===== src/rtl/pac_pkg.sv =====
// Shared types and constants for the proximity alarm controller.
// No dependencies; imported by every module in rtl/.
package pac_pkg;

	localparam int DIST_W   = 16;
	localparam int COLOUR_W = 24;
	localparam int BLINK_W  = 16;
	localparam int TIME_W   = 24;
	localparam int IDX_W    = 3;
	localparam int IN_W     = 24;  // 19 payload bits, padded to bytes
	localparam int OUT_W    = 32;  // 27 payload bits, padded to bytes

	typedef enum logic [1:0] {
		MODE_OFF   = 2'd0,
		MODE_WATCH = 2'd1,
		MODE_ALARM = 2'd2,
		MODE_TEST  = 2'd3
	} mode_t;

	localparam logic [IDX_W-1:0] CFG_COLOUR_A  = 3'd0;
	localparam logic [IDX_W-1:0] CFG_COLOUR_B  = 3'd1;
	localparam logic [IDX_W-1:0] CFG_BLINK     = 3'd2;
	localparam logic [IDX_W-1:0] CFG_TRIGGER   = 3'd3;
	localparam logic [IDX_W-1:0] CFG_TIMEOUT   = 3'd4;

	localparam logic [COLOUR_W-1:0] COLOUR_A_RST = 24'hFF0000;
	localparam logic [COLOUR_W-1:0] COLOUR_B_RST = 24'h0000FF;
	localparam logic [BLINK_W-1:0]  BLINK_RST    = 16'd250;
	localparam logic [DIST_W-1:0]   TRIGGER_RST  = 16'd150;
	localparam logic [TIME_W-1:0]   TIMEOUT_RST  = 24'd3000;

	typedef struct packed {
		logic [COLOUR_W-1:0] colour_a;
		logic [COLOUR_W-1:0] colour_b;
		logic [BLINK_W-1:0]  blink_period;
		logic [DIST_W-1:0]   trigger_dist;
		logic [TIME_W-1:0]   timeout;
	} cfg_t;

	typedef struct packed {
		logic [DIST_W-1:0] distance;
		logic              turn_on;
		logic              turn_off;
		logic              test;
	} tick_t;

	typedef struct packed {
		mode_t               mode;
		logic                on_pending;
		logic                off_pending;
		logic [TIME_W-1:0]   since_detect;
		logic [BLINK_W-1:0]  since_blink;
		logic [TIME_W-1:0]   since_test;
		logic                colour_phase;
		logic                buzzer;
		logic [COLOUR_W-1:0] led;
	} ctl_state_t;

endpackage


===== src/rtl/proximity_alarm_controller.sv =====
// Top level of the proximity alarm controller: input register, state update,
// result register. Depends on pac_pkg, pac_cfg and pac_step.
//
//  channel   dir  fields (low bit up)                              accepted when
//  s_axis    in   distance_mm[15:0] on[16] off[17] test[18] pad     tvalid & tready
//  m_axis    out  mode[1:0] buzzer[2] red[10:3] green[18:11]
//                 blue[26:19] pad                                   tvalid & tready
//  cfg       in   cfg_index selects register, cfg_data value        cfg_we
//
// One tick per clock sustained while the sink takes each result; an accepted
// tick waits in the input register, then its result loads the result register.
// Controller state is written in the same edge that loads the result register.
// A stalled result holds the input register; s_axis_tready drops only when both
// the input and result registers are full and the sink holds off.
// Reset clears controller state and valid flags, LED dark; cfg gets defaults.
module proximity_alarm_controller
	import pac_pkg::*;
(
	input  logic                clk,
	input  logic                arst_n,
	input  logic                s_axis_tvalid,
	output logic                s_axis_tready,
	input  logic [IN_W-1:0]     s_axis_tdata,   // distance_mm, turn_on, turn_off, test
	output logic                m_axis_tvalid,
	input  logic                m_axis_tready,
	output logic [OUT_W-1:0]    m_axis_tdata,   // mode, buzzer, red, green, blue
	input  logic                cfg_we,
	input  logic [IDX_W-1:0]    cfg_index,
	input  logic [COLOUR_W-1:0] cfg_data
);

	cfg_t       cfg;
	ctl_state_t state_q;
	ctl_state_t state_nxt;
	tick_t      tick_s1;
	logic       valid_s1;
	logic       out_valid_q;
	logic [OUT_W-1:0] out_data_q;
	logic       advance;

	pac_cfg u_cfg (
		.clk       (clk),
		.arst_n    (arst_n),
		.cfg_we    (cfg_we),
		.cfg_index (cfg_index),
		.cfg_data  (cfg_data),
		.cfg       (cfg)
	);

	pac_step u_step (
		.cfg  (cfg),
		.tick (tick_s1),
		.cur  (state_q),
		.nxt  (state_nxt)
	);

	assign advance       = valid_s1 && (!out_valid_q || m_axis_tready);
	assign s_axis_tready = !valid_s1 || advance;

	always_ff @(posedge clk or negedge arst_n) begin
		if (!arst_n) begin
			valid_s1 <= 1'b0;
		end else if (s_axis_tready) begin
			valid_s1 <= s_axis_tvalid;
		end
	end

	always_ff @(posedge clk) begin
		if (s_axis_tready && s_axis_tvalid) begin
			tick_s1.distance <= s_axis_tdata[DIST_W-1:0];
			tick_s1.turn_on  <= s_axis_tdata[DIST_W];
			tick_s1.turn_off <= s_axis_tdata[DIST_W+1];
			tick_s1.test     <= s_axis_tdata[DIST_W+2];
		end
	end

	always_ff @(posedge clk or negedge arst_n) begin
		if (!arst_n) begin
			state_q     <= '0;
			out_valid_q <= 1'b0;
		end else begin
			if (advance) begin
				state_q     <= state_nxt;
				out_valid_q <= 1'b1;
			end else if (m_axis_tready) begin
				out_valid_q <= 1'b0;
			end
		end
	end

	always_ff @(posedge clk) begin
		if (advance) begin
			out_data_q <= {5'b0, state_nxt.led[7:0], state_nxt.led[15:8],
				state_nxt.led[23:16], state_nxt.buzzer, state_nxt.mode};
		end
	end

	assign m_axis_tvalid = out_valid_q;
	assign m_axis_tdata  = out_data_q;

	// a test request always leaves the controller in testing mode
	a_test_enters: assert property (@(posedge clk) disable iff (!arst_n)
		advance && tick_s1.test |=> state_q.mode == MODE_TEST)
		else $error("test request did not enter testing mode");

	// watching mode never has the buzzer sounding
	a_watch_quiet: assert property (@(posedge clk) disable iff (!arst_n)
		state_q.mode == MODE_WATCH |-> !state_q.buzzer)
		else $error("buzzer on while watching");

	// input stalls only when both registers are occupied and the sink holds off
	a_stall_cause: assert property (@(posedge clk) disable iff (!arst_n)
		!s_axis_tready |-> valid_s1 && out_valid_q && !m_axis_tready)
		else $error("input stalled without cause");

	// controller state changes only on a transaction through the core
	a_state_hold: assert property (@(posedge clk) disable iff (!arst_n)
		!advance |=> $stable(state_q))
		else $error("state changed without a tick");

endmodule


===== src/rtl/pac_cfg.sv =====
// Configuration register bank for the proximity alarm controller.
// Depends on pac_pkg.
module pac_cfg
	import pac_pkg::*;
(
	input  logic                clk,
	input  logic                arst_n,
	input  logic                cfg_we,
	input  logic [IDX_W-1:0]    cfg_index,
	input  logic [COLOUR_W-1:0] cfg_data,
	output cfg_t                cfg
);

	cfg_t cfg_q;

	always_ff @(posedge clk or negedge arst_n) begin
		if (!arst_n) begin
			cfg_q.colour_a     <= COLOUR_A_RST;
			cfg_q.colour_b     <= COLOUR_B_RST;
			cfg_q.blink_period <= BLINK_RST;
			cfg_q.trigger_dist <= TRIGGER_RST;
			cfg_q.timeout      <= TIMEOUT_RST;
		end else if (cfg_we) begin
			unique case (cfg_index)
				CFG_COLOUR_A: cfg_q.colour_a     <= cfg_data;
				CFG_COLOUR_B: cfg_q.colour_b     <= cfg_data;
				CFG_BLINK:    cfg_q.blink_period <= cfg_data[BLINK_W-1:0];
				CFG_TRIGGER:  cfg_q.trigger_dist <= cfg_data[DIST_W-1:0];
				CFG_TIMEOUT:  cfg_q.timeout      <= cfg_data[TIME_W-1:0];
				default: ;
			endcase
		end
	end

	assign cfg = cfg_q;

endmodule


===== src/rtl/pac_step.sv =====
// Next-state logic for one millisecond tick of the alarm controller.
// Depends on pac_pkg; purely combinational.
module pac_step
	import pac_pkg::*;
(
	input  cfg_t       cfg,
	input  tick_t      tick,
	input  ctl_state_t cur,
	output ctl_state_t nxt
);

	always_comb begin
		ctl_state_t s;
		logic       far;
		logic       b_first;
		logic       do_blink;
		s        = cur;
		far      = tick.distance > cfg.trigger_dist;
		b_first  = 1'b0;
		do_blink = 1'b0;

		if (tick.turn_on)  s.on_pending  = 1'b1;
		if (tick.turn_off) s.off_pending = 1'b1;

		if (s.since_detect != '1) s.since_detect = s.since_detect + 1'b1;
		if (s.since_test   != '1) s.since_test   = s.since_test + 1'b1;
		if (s.since_blink  != '1) s.since_blink  = s.since_blink + 1'b1;

		// test request overrides whatever mode we were in
		if (tick.test) begin
			s.mode         = MODE_TEST;
			s.since_test   = '0;
			s.since_blink  = '0;
			s.colour_phase = 1'b0;
		end

		unique case (s.mode)
			MODE_OFF: begin
				s.buzzer = 1'b0;
				s.led    = '0;
				if (s.on_pending) begin
					s.on_pending = 1'b0;
					s.mode       = MODE_WATCH;
				end
			end
			MODE_WATCH: begin
				if (s.off_pending) begin
					s.off_pending = 1'b0;
					s.mode        = MODE_OFF;
				end else if (!far) begin
					s.mode         = MODE_ALARM;
					s.since_detect = '0;
					s.since_blink  = '0;
					s.colour_phase = 1'b0;
				end
			end
			MODE_ALARM: begin
				if (s.off_pending) begin
					s.off_pending = 1'b0;
					s.mode        = MODE_OFF;
				end else if (far && (s.since_detect > cfg.timeout)) begin
					s.mode   = MODE_WATCH;
					s.buzzer = 1'b0;
					s.led    = '0;
				end else begin
					if (!far) s.since_detect = '0;
					b_first  = 1'b1;
					do_blink = 1'b1;
				end
			end
			MODE_TEST: begin
				if (s.since_test > cfg.timeout) begin
					s.mode   = MODE_OFF;
					s.buzzer = 1'b0;
					s.led    = '0;
				end else begin
					do_blink = 1'b1;
				end
			end
		endcase

		if (do_blink) begin
			s.buzzer = 1'b1;
			if (s.since_blink >= cfg.blink_period) begin
				s.since_blink  = '0;
				s.colour_phase = !s.colour_phase;
				s.led = (s.colour_phase == b_first) ? cfg.colour_b : cfg.colour_a;
			end
		end

		nxt = s;
	end

endmodule

===== config.mk =====
export PLATFORM = sky130hd
export DESIGN_NAME = proximity_alarm_controller
export DESIGN_NICKNAME = d
export VERILOG_FILES = /design/src/rtl/pac_pkg.sv /design/src/rtl/proximity_alarm_controller.sv /design/src/rtl/pac_cfg.sv /design/src/rtl/pac_step.sv
export SDC_FILE = /design/constraint.sdc
export NUM_CORES = 1
export LEC_CHECK = 0
export BUFFER_PORTS_ARGS = -buffer_cell sky130_fd_sc_hd__buf_2
export CELL_PAD_IN_SITES_DETAIL_PLACEMENT = 0
export CELL_PAD_IN_SITES_GLOBAL_PLACEMENT = 1
export CORE_MARGIN = 2
export CORE_UTILIZATION = 43
export CTS_CLUSTER_SIZE = 14
export DETAILED_ROUTE_END_ITERATION = 12
export PLACE_DENSITY = 0.81
export RECOVER_POWER = 25
export SYNTH_ARGS = -nofsm -noshare
export SYNTH_HDL_FRONTEND = slang
export SYNTH_SLANG_ARGS = --single-unit

===== constraint.sdc =====
create_clock -name clk -period 9.56 [get_ports clk]
set_input_delay 0 -clock clk [delete_from_list [all_inputs] [get_ports clk]]
set_output_delay 0 -clock clk [all_outputs]
set_load 0.01 [all_outputs]

## Word level (Yosys, flattened, before mapping)

Index checks and enable logic that the tools add are counted.

| operators by class | value |
|---|---|
| $lt $le $gt $ge | 4 |
| add/subtract/negate cells | 3 |
| reductions and logical operators | 16 |
| equal/unequal tests | 11 |
| mux-type cells | 42 |

Operators with widths:

| operator | count |
|---|---|
| two-way mux 24 bit | 7 |
| two-way mux 40 bit | 2 |
| two-way mux 25 bit | 3 |
| case mux 25 bit (3 select lines) | 1 |
| two-way mux 16 bit | 4 |
| case mux 25 bit (2 select lines) | 1 |
| adder 24 x 1 -> 24 bit (second input constant) | 2 |
| greater-than comparator 24 bit | 2 |
| inequality test 24 bit (second input constant) | 2 |
| two-way mux 41 bit | 1 |
| two-way mux 26 bit | 1 |
| adder 16 x 1 -> 16 bit (second input constant) | 1 |
| >= comparator 16 bit | 1 |
| greater-than comparator 16 bit | 1 |
| inequality test 16 bit (second input constant) | 1 |
| two-way mux 1 bit | 13 |
| two-way mux 2 bit | 6 |
| AND reduction 2 bit | 5 |
| case mux 2 bit (4 select lines) | 1 |
| == test 3 x 2 -> 1 bit (second input constant) | 2 |
| == test 2 bit (second input constant) | 2 |
| == test 3 x 1 -> 1 bit (second input constant) | 1 |
| == test 3 bit (second input constant) | 1 |
| logical AND 1 bit | 3 |
| other kinds (9) | 12 |

| storage, ports and cells | value |
|---|---|
| bits in registers | 246 |
| input bits | 56 |
| output and inout bits | 34 |
| logic and storage cells | 97 |

## Depth between registers and ports, before layout

Gate-level depths: netlist of run 1.

| logic depth | value |
|---|---|
| depth in word-level cells | 11 |
| gate-level depth with buffers | 21 |
| gate-level depth less buffers | 19 |

## Hierarchy

A second synthesis of run 1 with hierarchy kept.

| second synthesis, totals | value |
|---|---|
| cell total of the unflattened synthesis | 1129 |
| area, all modules | 13659.4 um^2 |

By module, submodules not included:

| module | cells an instance | times used | seq. area each (um^2) | area each (um^2) |
|---|---|---|---|---|
| proximity_alarm_controller | 259 | 1 | 3783.6 | 5205.0 |
| pac_step | 646 | 1 | 0.0 | 4444.3 |
| pac_cfg | 224 | 1 | 2643.8 | 4010.1 |

## Worst setup path after synthesis of run 1

OpenSTA, ideal clock, no wires.

| path | value |
|---|---|
| kind | register to register |
| from | register u_cfg.cfg_q (netlist bit u_cfg.cfg[31]) |
| to | register out_data_q[10], in the netlist m_axis_tdata[10] (data pin) |
| library setup time | 0.145 ns |
| clock period less this slack | 4.918 ns |
| stages on the path, launching flop included | 21 |
| setup slack | 4.642 ns |
| arrival | 4.773 ns |
| buffers on the path | 2 |
| required time | 9.415 ns |
| cell sequence | dfstp_2 > inv_1 > ha_1 > a21oi_1 > o21ai_0 > a221oi_1 > a31oi_4 > o21bai_1 > clkbuf_1 > nor2_1 > ha_1 > and4_1 > a2111oi_0 > o21ai_1 > a2111oi_2 > nor2_1 > a22oi_2 > a21boi_2 > clkbuf_1 > nand2_1 > o21ai_1 |

RTL lines:

| what | line | source |
|---|---|---|
| start: declaration | pac_cfg.sv:14 | `cfg_t cfg_q;` |
| end signal: assignment | proximity_alarm_controller.sv:93 | `out_data_q <= {5'b0, state_nxt.led[7:0], state_nxt.led[15:8],` |
| end: declaration | proximity_alarm_controller.sv:38 | `logic [OUT_W-1:0] out_data_q;` |

## Worst setup path in the final report of run 1

| path | value |
|---|---|
| from | register state_q[78] in the netlist's numbering |
| to | register state_q[9] in the netlist's numbering |

| between the ends | value |
|---|---|
| cells in the longest elaborated chain, start to end | 11 |
| elaborated cells between the ends (all ways) | 16 |
| classes of those cells | 1 x add/sub; 1 x order compare; 2 x eq/ne; 11 x mux; 1 x reduce/logical |

RTL lines:

| what | line | source |
|---|---|---|
| start: declaration | proximity_alarm_controller.sv:33 | `ctl_state_t state_q;` |
| start signal: assignment | proximity_alarm_controller.sv:83 | `state_q <= state_nxt;` |
| adder 24 x 1 -> 24 bit or inequality test 24 bit (tied branches) | pac_step.sv:25 | `if (s.since_detect != '1) s.since_detect = s.since_detect + 1'b1;` |
| two-way mux 24 bit * | pac_step.sv:25 |  |
| greater-than comparator 24 bit * | pac_step.sv:61 | `end else if (far && (s.since_detect > cfg.timeout)) begin` |
| logical AND 1 bit * | pac_step.sv:61 |  |
| two-way mux 1 bit | pac_step.sv:61 |  |
| two-way mux 1 bit | pac_step.sv:58 | `if (s.off_pending) begin` |
| two-way mux 1 bit | pac_step.sv:37 | `unique case (s.mode)` |
| == test 1 bit | pac_step.sv:87 | `s.led = (s.colour_phase == b_first) ? cfg.colour_b : cfg.colour_a;` |
| two-way mux 24 bit | pac_step.sv:87 |  |
| two-way mux 24 bit | pac_step.sv:84 | `if (s.since_blink >= cfg.blink_period) begin` |
| two-way mux 26 bit * | pac_step.sv:82 | `if (do_blink) begin` |

Mark *: on every way between the ends. The rest lies on a longest branch, timed or not.
A chain may end at the register's enable or synchronous reset.

==> results of run 1 <==
cell type report:
type | instances | share of cell area
Timing Repair Buffer | 140 | 0.06274
Inverter | 70 | 0.01713
Sequential cell | 246 | 0.4191
Multi-Input combinational cell | 922 | 0.4111
Tap cell | 396 | 0.03231
Clock buffer | 36 | 0.04757
Clock inverter | 14 | 0.01004
power by group:
part           switching [W]  total (W)  internal (W)
clock               0.000428    0.00105      0.000617
combinational       0.000337   0.000561      0.000224
sequential         0.0000653    0.00129       0.00123
cell usage in the layout (no fill, tap or decap), drive strengths merged, types with 9 or more instances in the layout:
cell type and n:
nand2 189, dfrtp 167, o21ai 126, buf 90
ha 87, inv 71, nor2 70, mux2 68
dlygate4sd3 47, edfxtp 46, clkbuf 39, a21oi 34
dfstp 33, nand3 30, xnor2 29, mux2i 27
nand4 25, o2bb2ai 25, xor2 23, nand2b 21
nor3 18, and3 17, o31ai 17, and2 15
a21o 14, a22o 9
stage by stage:
step / utilization / hold slack [ns]
detailed placement: 0.4602 / 0.003375
global placement: 0.4602 / 0.005012
floorplan: - / -0.2956
CTS: 0.5047 / 0.00001510
global route: 0.5039 / 0.1246
finish: 0.5039 / 0.08476
cell families (layout without fill, tap and decap cells):
group	count (synthesis)	in the layout	synth area share
flip-flops	246	246	0.4858
buffers and inverters	126	260	0.03972
multiplexers	95	95	0.07830
AND/OR/NAND/NOR	421	421	0.1501
adder cells (fa/ha/maj)	87	87	0.08227
AO/OA/AOI/OAI	262	262	0.1278
XOR/XNOR	52	52	0.03584
other	1	5	0.0002834
worst min-delay path, cell delays in order:
cell and delay, ns:
buf_2 0.12, nor3_2 0.05, buf_4 0.25, nand2_1 0.11
o21ai_0 0.07
sequential cells by signal, summed over array words and instances (netlist names):
name,cells
m_axis_tdata,27
m_axis_tvalid,1
state_q,94
tick_s1,19
u_cfg.cfg,104
valid_s1,1
per-layer routing:
| metal | GRT usage | up-vias | wire, um | share of wire |
|---|---|---|---|---|
| li1 | - | 4779 | - | - |
| met1 | 0.2685 | 4853 | 14490 | 0.46 |
| met2 | 0.3277 | 187 | 15190 | 0.48 |
| met3 | 0.02674 | 58 | 1155 | 0.036 |
| met4 | 0.06374 | 0 | 892 | 0.028 |
| met5 | 0 | - | 0 | 0 |
Yosys cell counts, types with 3 or more instances:
library cell / instances
nand2_1: 189
dfrtp_1: 167
o21ai_0: 98
ha_1: 87
inv_1: 70
nor2_1: 69
mux2_2: 68
clkbuf_1: 46
edfxtp_1: 46
a21oi_1: 34
dfstp_2: 33
nand3_1: 28
o21ai_1: 28
xnor2_1: 28
mux2i_1: 27
nand4_1: 25
o2bb2ai_1: 25
xor2_1: 23
nand2b_1: 21
nor3_1: 18
and3_1: 17
o31ai_1: 17
a21o_1: 14
and2_1: 13
a22o_1: 9
and4_1: 8
a211oi_1: 6
buf_4: 6
nor2b_1: 6
or2_2: 5
or3_1: 5
buf_6: 4
a31oi_1: 3
nor3b_1: 3
nor4_1: 3
o21bai_1: 3
o41ai_1: 3
path summary, 6_finish.rpt:
check / start / to / cells past startpoint
max in group asynchronous: arst_n / state_q[23] / 4
min reg2reg: state_q[0] / state_q[0] / 1
max: state_q[78] / state_q[9] / 19
min in group asynchronous: arst_n / u_cfg.cfg[37] / 2
max reg2reg: state_q[78] / state_q[9] / 19
min: cfg_index[0] / u_cfg.cfg[5] / 5
==> reports/qor.yml, run 1 <==
async_flop_share: 0.8130
hold_path.class: "input port to flip-flop"
start_util: 0.4348
io_buffers: 79
syn_avg_cell_area_um2: 10.26
yosysWarnings: 0
core_area_um2: 30430
grt_setup_unrepaired: "no"
area_delta_synth_final_pct: 15.90
nNetsFinal: 1550
num_rows: 64
die_h_um: 179.4
tightest_slew_ns: 3.260
clock_skew_ns: 0.01869
gp_congestion: 0.8005
leakage_nw: 6.685
multi_input_area_um2: 6304
period_share: 0.6852
worstPathArrival_ns: 6.92
cp_top_family: "simple AND/OR/NAND/NOR gates"
seqCellArea_um2: 6427
final_max_slew_viol_count: 108
netlist_instances: 1290
required_ns: 9.93
preCtsSetupSlack_ns: 3.005
critical_path_class: "flip-flop to flip-flop"
slew_headroom: -1.173
ant_nets: 0
wirelength_mm: 31.73
cts_htree_levels: 1
crit_fanout: 35
cts_made_buffers: 27
cpMostUsedCell: "and4_1"
cts-resized-gates: 0
synth.distinct_cells: 67
startpoint_type: "flip-flop"
r2r_slack_ns: 3.01
setup_slack_ns: 3.009
grt_max_degree: 77
post_cts_buffers: 0
ctsHoldBuffers: 47
dr.first_iter.drc_count: 563
overflow: 0
viasPerCell: 5.415
grt_pass1_wl_mm: 52.25
hpwl_mm: 21.21
critPathBufInv: 2
finalHoldViolCount: 0
end_kind: "flip-flop"
ys_ff_latch: 246
synth-edff-count: 46
synth_area_leaders: "dfrtp_1 (32%), edfxtp_1 (10%), ha_1 (8.2%)"
cts_tree: "yes"
fp.dieW_um: 179.4
period_needed_ns: 6.551
critPathSlowestCell: "nand2b_1"
crit_chain: "and4_1, and4_1, a2111oi_4, and4_1, and3_1, nand3_1, xnor2_1, ha_1, nand3_2, nor4_2, nand4_1, or4_1, o211ai_2, a22oi_2, buf_4, a21boi_2, buf_4, nand2b_1, o2bb2ai_1"
max_clock_freq_mhz: 152.7
clk_pin_slew_worst_paths_ns: 0.07
tns_ns: 0
grt_pass1_vias: 10060
yosysSeqAreaShare: 0.4858
place_area_um2: 14000
diodes: 0
insertion_delay_ns: 0.54
total_power_w: 0.002896
setup_viol: 0
dp.cells: 1727
final_layout_size_suffix_gt1_frac: 0.1800
drc: 0
slowest_delay_ns: 0.75
fin_area_um2: 15330
grt.total_usage: 0.1975
violations: "capacitance limit, slew limit"
io-pin-count: 90
ir_drop_v: 0.0001296
clock_sinks: 246
cts_root_buffer: "clkbuf_16"
synth_ff_type: "dfrtp_1"
drt_first_pass_iters: 4
fill_cells: 2759
p_per_area_nw_per_um2: 188.9
vias: 9877
grt_antenna_before_repair: 1
yosysTopAreaCell: "dfrtp_1"
wl_per_cell_um: 17.40
status: "finished, violations left"
synth_top_cell_area_share: 0.3158
max-cap-violations: 3
cts.path.max_buffers: 3
die_area_um2: 32190
syn_area_um2: 13230
stdcell_count: 1824
No activity file was read; power rests on OpenSTA's default activity.
==> run 2: changes to the inputs <==
--- a/config.mk
+++ b/config.mk
@@ -12,7 +12,7 @@
 export CORE_UTILIZATION = 43
 export CTS_CLUSTER_SIZE = 14
 export DETAILED_ROUTE_END_ITERATION = 12
-export PLACE_DENSITY = 0.81
+export PLACE_DENSITY = 0.84
 export RECOVER_POWER = 25
 export SYNTH_ARGS = -nofsm -noshare
 export SYNTH_HDL_FRONTEND = slang
==> constraint.sdc (replaced) <==
create_clock -name clk -period 5.6 [get_ports clk]
set_input_delay 0 -clock clk [delete_from_list [all_inputs] [get_ports clk]]
set_output_delay 0 -clock clk [all_outputs]
set_load 0.01 [all_outputs]
==> reports/qor.yml, run 2 (synthesis gave the netlist of run 1 again) <==
overflow: 0
violations: "capacitance limit, slew limit"
drc: 0
worstPathArrival_ns: 5.56
final_common_cell: "nand2_1"
period_share: 0.9416
total_power_w: 0.004850
grt_pass1_wl_mm: 52.18
holdCritStartpoint: "cfg_index[0]"
leakage_nw: 6.730
fin_area_um2: 15420
grt.total_usage: 0.1973
die_h_um: 179.4
ir_drop_v: 0.0002725
slew_headroom: -2.101
viasPerCell: 5.368
cts_htree_levels: 1
fp.dieW_um: 179.4
max_clock_freq_mhz: 189.6
place_area_um2: 14110
area_delta_synth_final_pct: 16.55
grt_setup_unrepaired: "yes"
hold_path.class: "input port to flip-flop"
ant_nets: 0
largest_reg_flops: 104
hpwl_mm: 21.33
r2r_cells: 18
mostFrequentLayoutCells: "nand2_1 (188), dfrtp_1 (167), o21ai_0 (98), ha_1 (87), buf_2 (75)"
num_rows: 64
io_buffers: 79
max-cap-violations: 1
cts_made_buffers: 26
wirelength_mm: 31.85
cts_root_buffer: "clkbuf_16"
gp_congestion: 0.8314
final_layout_size_suffix_gt1_frac: 0.1907
insertion_delay_ns: 0.54
period_needed_ns: 5.273
post_cts_buffers: 0
grt_pass1_vias: 9921
p_per_area_nw_per_um2: 314.5
core_area_um2: 30430
startpoint_type: "flip-flop"
dp.cells: 1738
cts_tree: "yes"
drt_first_pass_iters: 5
start_util: 0.4348
dr.first_iter.drc_count: 608
tightest_slew_ns: 4.652
stdcell_count: 1834
end_kind: "flip-flop"
grt_antenna_before_repair: 1
crit_start: "state_q[78]"
min_path_cells: 5
critical_path_class: "flip-flop to flip-flop"
vias: 9845
nNetsFinal: 1560
timing.rr.start: "state_q[78]"
finalHoldViolCount: 0
clock_sinks: 246
setup_viol: 0
final_util: 0.5068
grt_max_degree: 81
crit_fanout: 24
clock_skew_ns: 0.01787
status: "finished, violations left"
final_max_slew_viol_count: 81
hold_ws_ns: 0.1019
clk_pin_slew_worst_paths_ns: 0.06
die_area_um2: 32190
io-pin-count: 90
required_ns: 5.89
wl_per_cell_um: 17.37
cts.path.max_buffers: 3
==> run 2: cell count changes in the layout (fill, tap and decap cells not counted), moves of 3 or more <==
cell        before  now
clkbuf_1        10    3
clkinv_1         0    3
buf_4           12   23
buf_2           78   75
clkinvlp_4       2    5
==> run 2: area by class of cell <==
| class | instances | area, um2 |
|---|---|---|
| antenna | 1 | 2.502 |
| sequential | 246 | 6427 |
| clock buffer | 30 | 695.7 |
| fill | 2709 | 15010 |
| inverter | 70 | 262.8 |
| tap | 396 | 495.5 |
| multi-input combinational | 922 | 6326 |
| clock inverter | 18 | 135.1 |
| timing repair buffer | 151 | 1076 |
==> run 2: metrics by stage <==
step | TNS [ns] | worst slack (ns)
floorplan | 0 | 0.6818
global placement | 0 | 0.2876
detailed placement | 0 | 0.2891
CTS | 0 | 0.2584
global route | -0.06370 | -0.02122
finish | 0 | 0.3269
==> run 2: repair_timing <==
item	in CTS	in global routing
endpoints found under the hold margin	203	0
hold buffers	47	0
gates resized for setup	0	4
setup endpoints to repair	0	46
==> run 2: worst paths after layout <==
| path | end | slack (ns) |
|---|---|---|
| min in group asynchronous | u_cfg.cfg[29] | 1.68 |
| max in group asynchronous | u_cfg.cfg[83] | 1.10 |
| min reg2reg | state_q[9] | 0.49 |
| min | u_cfg.cfg[9] | 0.10 |
| max | m_axis_tdata[7] | 0.33 |
| max reg2reg | m_axis_tdata[7] | 0.33 |
==> run 2: worst max-delay path, stage by stage, from the launching register on <==
cell and delay [ns]:
dfrtp_1 0.45, and4_1 0.30, and4_1 0.28, a2111oi_4 0.38, and4_2 0.33, and3_1 0.18
nand3_1 0.13, xnor2_1 0.16, ha_1 0.31, nand3_2 0.13, nor4_4 0.37, nand4_1 0.23
or4_1 0.58, o211ai_2 0.17, nand3_4 0.14, xnor2_4 0.20, buf_12 0.24, mux2i_1 0.30
o21ai_1 0.10
==> run 2: layer usage <==
metal  routed length [um]  up-vias  global-route usage
met4                  726        0             0.05431
met1                14780     4833              0.2734
met5                    0        -                   0
li1                     -     4792                   -
met3                 1003       52             0.02147
met2                15340      168              0.3301
==> run 2: power by group <==
part           switching, W  internal, W  leakage (nW)
registers          0.000115      0.00209          2.96
clock network      0.000739     0.000939         0.401
logic              0.000575     0.000389          3.37
==> run 3: changes to the inputs <==
--- a/config.mk
+++ b/config.mk
@@ -12,7 +12,7 @@
 export CORE_UTILIZATION = 43
 export CTS_CLUSTER_SIZE = 14
 export DETAILED_ROUTE_END_ITERATION = 12
-export PLACE_DENSITY = 0.84
+export PLACE_DENSITY = 0.81
 export RECOVER_POWER = 25
 export SYNTH_ARGS = -nofsm -noshare
 export SYNTH_HDL_FRONTEND = slang
==> constraint.sdc (replaced) <==
create_clock -name clk -period 5.74 [get_ports clk]
set_input_delay 0 -clock clk [delete_from_list [all_inputs] [get_ports clk]]
set_output_delay 0 -clock clk [all_outputs]
set_load 0.01 [all_outputs]
==> reports/qor.yml, run 3 (synthesis gave the netlist of run 1 again) <==
mostFrequentLayoutCells: "nand2_1 (188), dfrtp_1 (167), o21ai_0 (98), ha_1 (87), buf_2 (75)"
largest_reg_flops: 104
wl_per_cell_um: 17.33
holdCritStartpoint: "cfg_index[0]"
fp.dieW_um: 179.4
final_layout_size_suffix_gt1_frac: 0.1842
die_h_um: 179.4
end_kind: "flip-flop"
ir_drop_v: 0.0002631
critPathBufInv: 1
gp_congestion: 0.8012
hold_end: "u_cfg.cfg[11]"
hpwl_mm: 21.42
io-pin-count: 90
crit_fanout: 24
timing.rr.end: "m_axis_tdata[8]"
final_common_cell: "nand2_1"
critPathSlowestCell: "or4_1"
viasPerCell: 5.384
ant_nets: 0
cts.path.max_buffers: 3
grt_setup_unrepaired: "no"
final_util: 0.5102
drt_first_pass_iters: 5
io_buffers: 79
grt_max_degree: 97
worstPathArrival_ns: 5.66
num_rows: 64
grt_pass1_wl_mm: 52.12
violations: "capacitance limit, slew limit"
clock_sinks: 246
critical_path_class: "flip-flop to flip-flop"
required_ns: 6.02
grt_antenna_before_repair: 1
grt_pass1_vias: 10190
cts_htree_levels: 1
slew_headroom: -2.132
overflow: 0
slowest_delay_ns: 0.59
start_util: 0.4348
period_share: 0.9365
startpoint_type: "flip-flop"
r2r_slack_ns: 0.36
wirelength_mm: 31.72
tightest_slew_ns: 4.698
drc: 0
leakage_nw: 6.761
finalHoldViolCount: 0
core_area_um2: 30430
timing.rr.start: "state_q[78]"
clk_pin_slew_worst_paths_ns: 0.06
insertion_delay_ns: 0.54
r2r_cells: 18
max_clock_freq_mhz: 186.0
grt.total_usage: 0.1977
die_area_um2: 32190
crit_chain: "and4_1, and4_1, a2111oi_4, and4_1, and3_1, nand3_1, xnor2_1, ha_1, nand3_2, nor4_2, nand4_1, or4_1, o211ai_2, nand3_4, xnor2_4, buf_12, mux2i_1, o21ai_1"
stdcell_count: 1830
cts_tree: "yes"
hold_path.class: "input port to flip-flop"
setup_viol: 0
area_delta_synth_final_pct: 17.33
p_per_area_nw_per_um2: 319.2
dr.first_iter.drc_count: 475
status: "finished, violations left"
cpMostUsedCell: "and4_1"
clock_skew_ns: 0.01175
tns_ns: 0
min_path_cells: 5
cts_made_buffers: 26
fill_cells: 2739
dp.cells: 1734
vias: 9853
nNetsFinal: 1556
final_max_slew_viol_count: 97
cts_root_buffer: "clkbuf_16"
max-cap-violations: 1
cp_top_family: "simple AND/OR/NAND/NOR gates"
period_needed_ns: 5.376
[run 3: timing repair]
action,in CTS,in global routing
setup endpoints to repair,0,4
endpoints found under the hold margin,211,0
hold buffers,47,0
resized for setup,0,1
setup buffers,0,0
[run 3: area by class of cell]
cell class	count	area (um2)	share of cell area
flip-flops and latches	246	6427	0.4140
clock buffers	32	703.2	0.04529
inverters	70	262.8	0.01692
diodes	1	2.502	0.0001612
multi-input cells	922	6321	0.4072
repair buffers	147	1062	0.06842
clock inverters	16	250.2	0.01612
well taps	396	495.5	0.03191
[run 3: where the power goes]
part	internal, W	leakage [nW]	switching [W]
Clock	0.00114	0.457	0.000724
Sequential	0.00204	2.96	0.000110
Combinational	0.000381	3.34	0.000558
[run 3: how the worst max path moves through the flow]
| stage | start | endpoint | slack [ns] | cells past startpoint |
|---|---|---|---|---|
| floorplan | u_cfg.cfg[31] | m_axis_tdata[10] | 0.82 | 20 |
| finish | state_q[78] | m_axis_tdata[8] | 0.36 | 18 |
| detailed placement | tick_s1[17] | state_q[61] | 0.42 | 19 |
| CTS | tick_s1[17] | m_axis_tdata[8] | 0.35 | 19 |
| global placement | state_q[78] | m_axis_tdata[20] | 0.47 | 18 |
| global route | state_q[78] | m_axis_tdata[8] | 0.08 | 18 |
[run 3: routing by layer]
layer | global-route usage | routed length [um] | up-vias
met5 | 0 | 0 | -
met4 | 0.04846 | 675 | 0
met3 | 0.02573 | 1082 | 48
met2 | 0.3493 | 15570 | 158
met1 | 0.2574 | 14390 | 4854
li1 | - | - | 4793
[run 3: worst register-to-register path: cells and delay by family, from the launching register on]
family / cells / cell delay (ns)
simple gates: 10 / 2.67
compound gates: 3 / 0.71
flops: 1 / 0.45
xor+xnor: 2 / 0.36
mux: 1 / 0.36
fa+ha+maj: 1 / 0.31
buf+inv: 1 / 0.24
[run 3: through the flow]
step / hold slack [ns] / power [W] / worst slack, ns / cell area (um2)
after global placement: 0.1453 / 0.003055 / 0.4745 / 14090
after detailed placement: 0.1431 / 0.003096 / 0.4151 / 14090
final: 0.08782 / 0.004956 / 0.3645 / 15520
after global routing: 0.1380 / 0.005210 / 0.07926 / 15520
after floorplan: -0.2956 / 0.002788 / 0.8218 / 13250
after CTS: 0.07332 / 0.005005 / 0.3549 / 15520
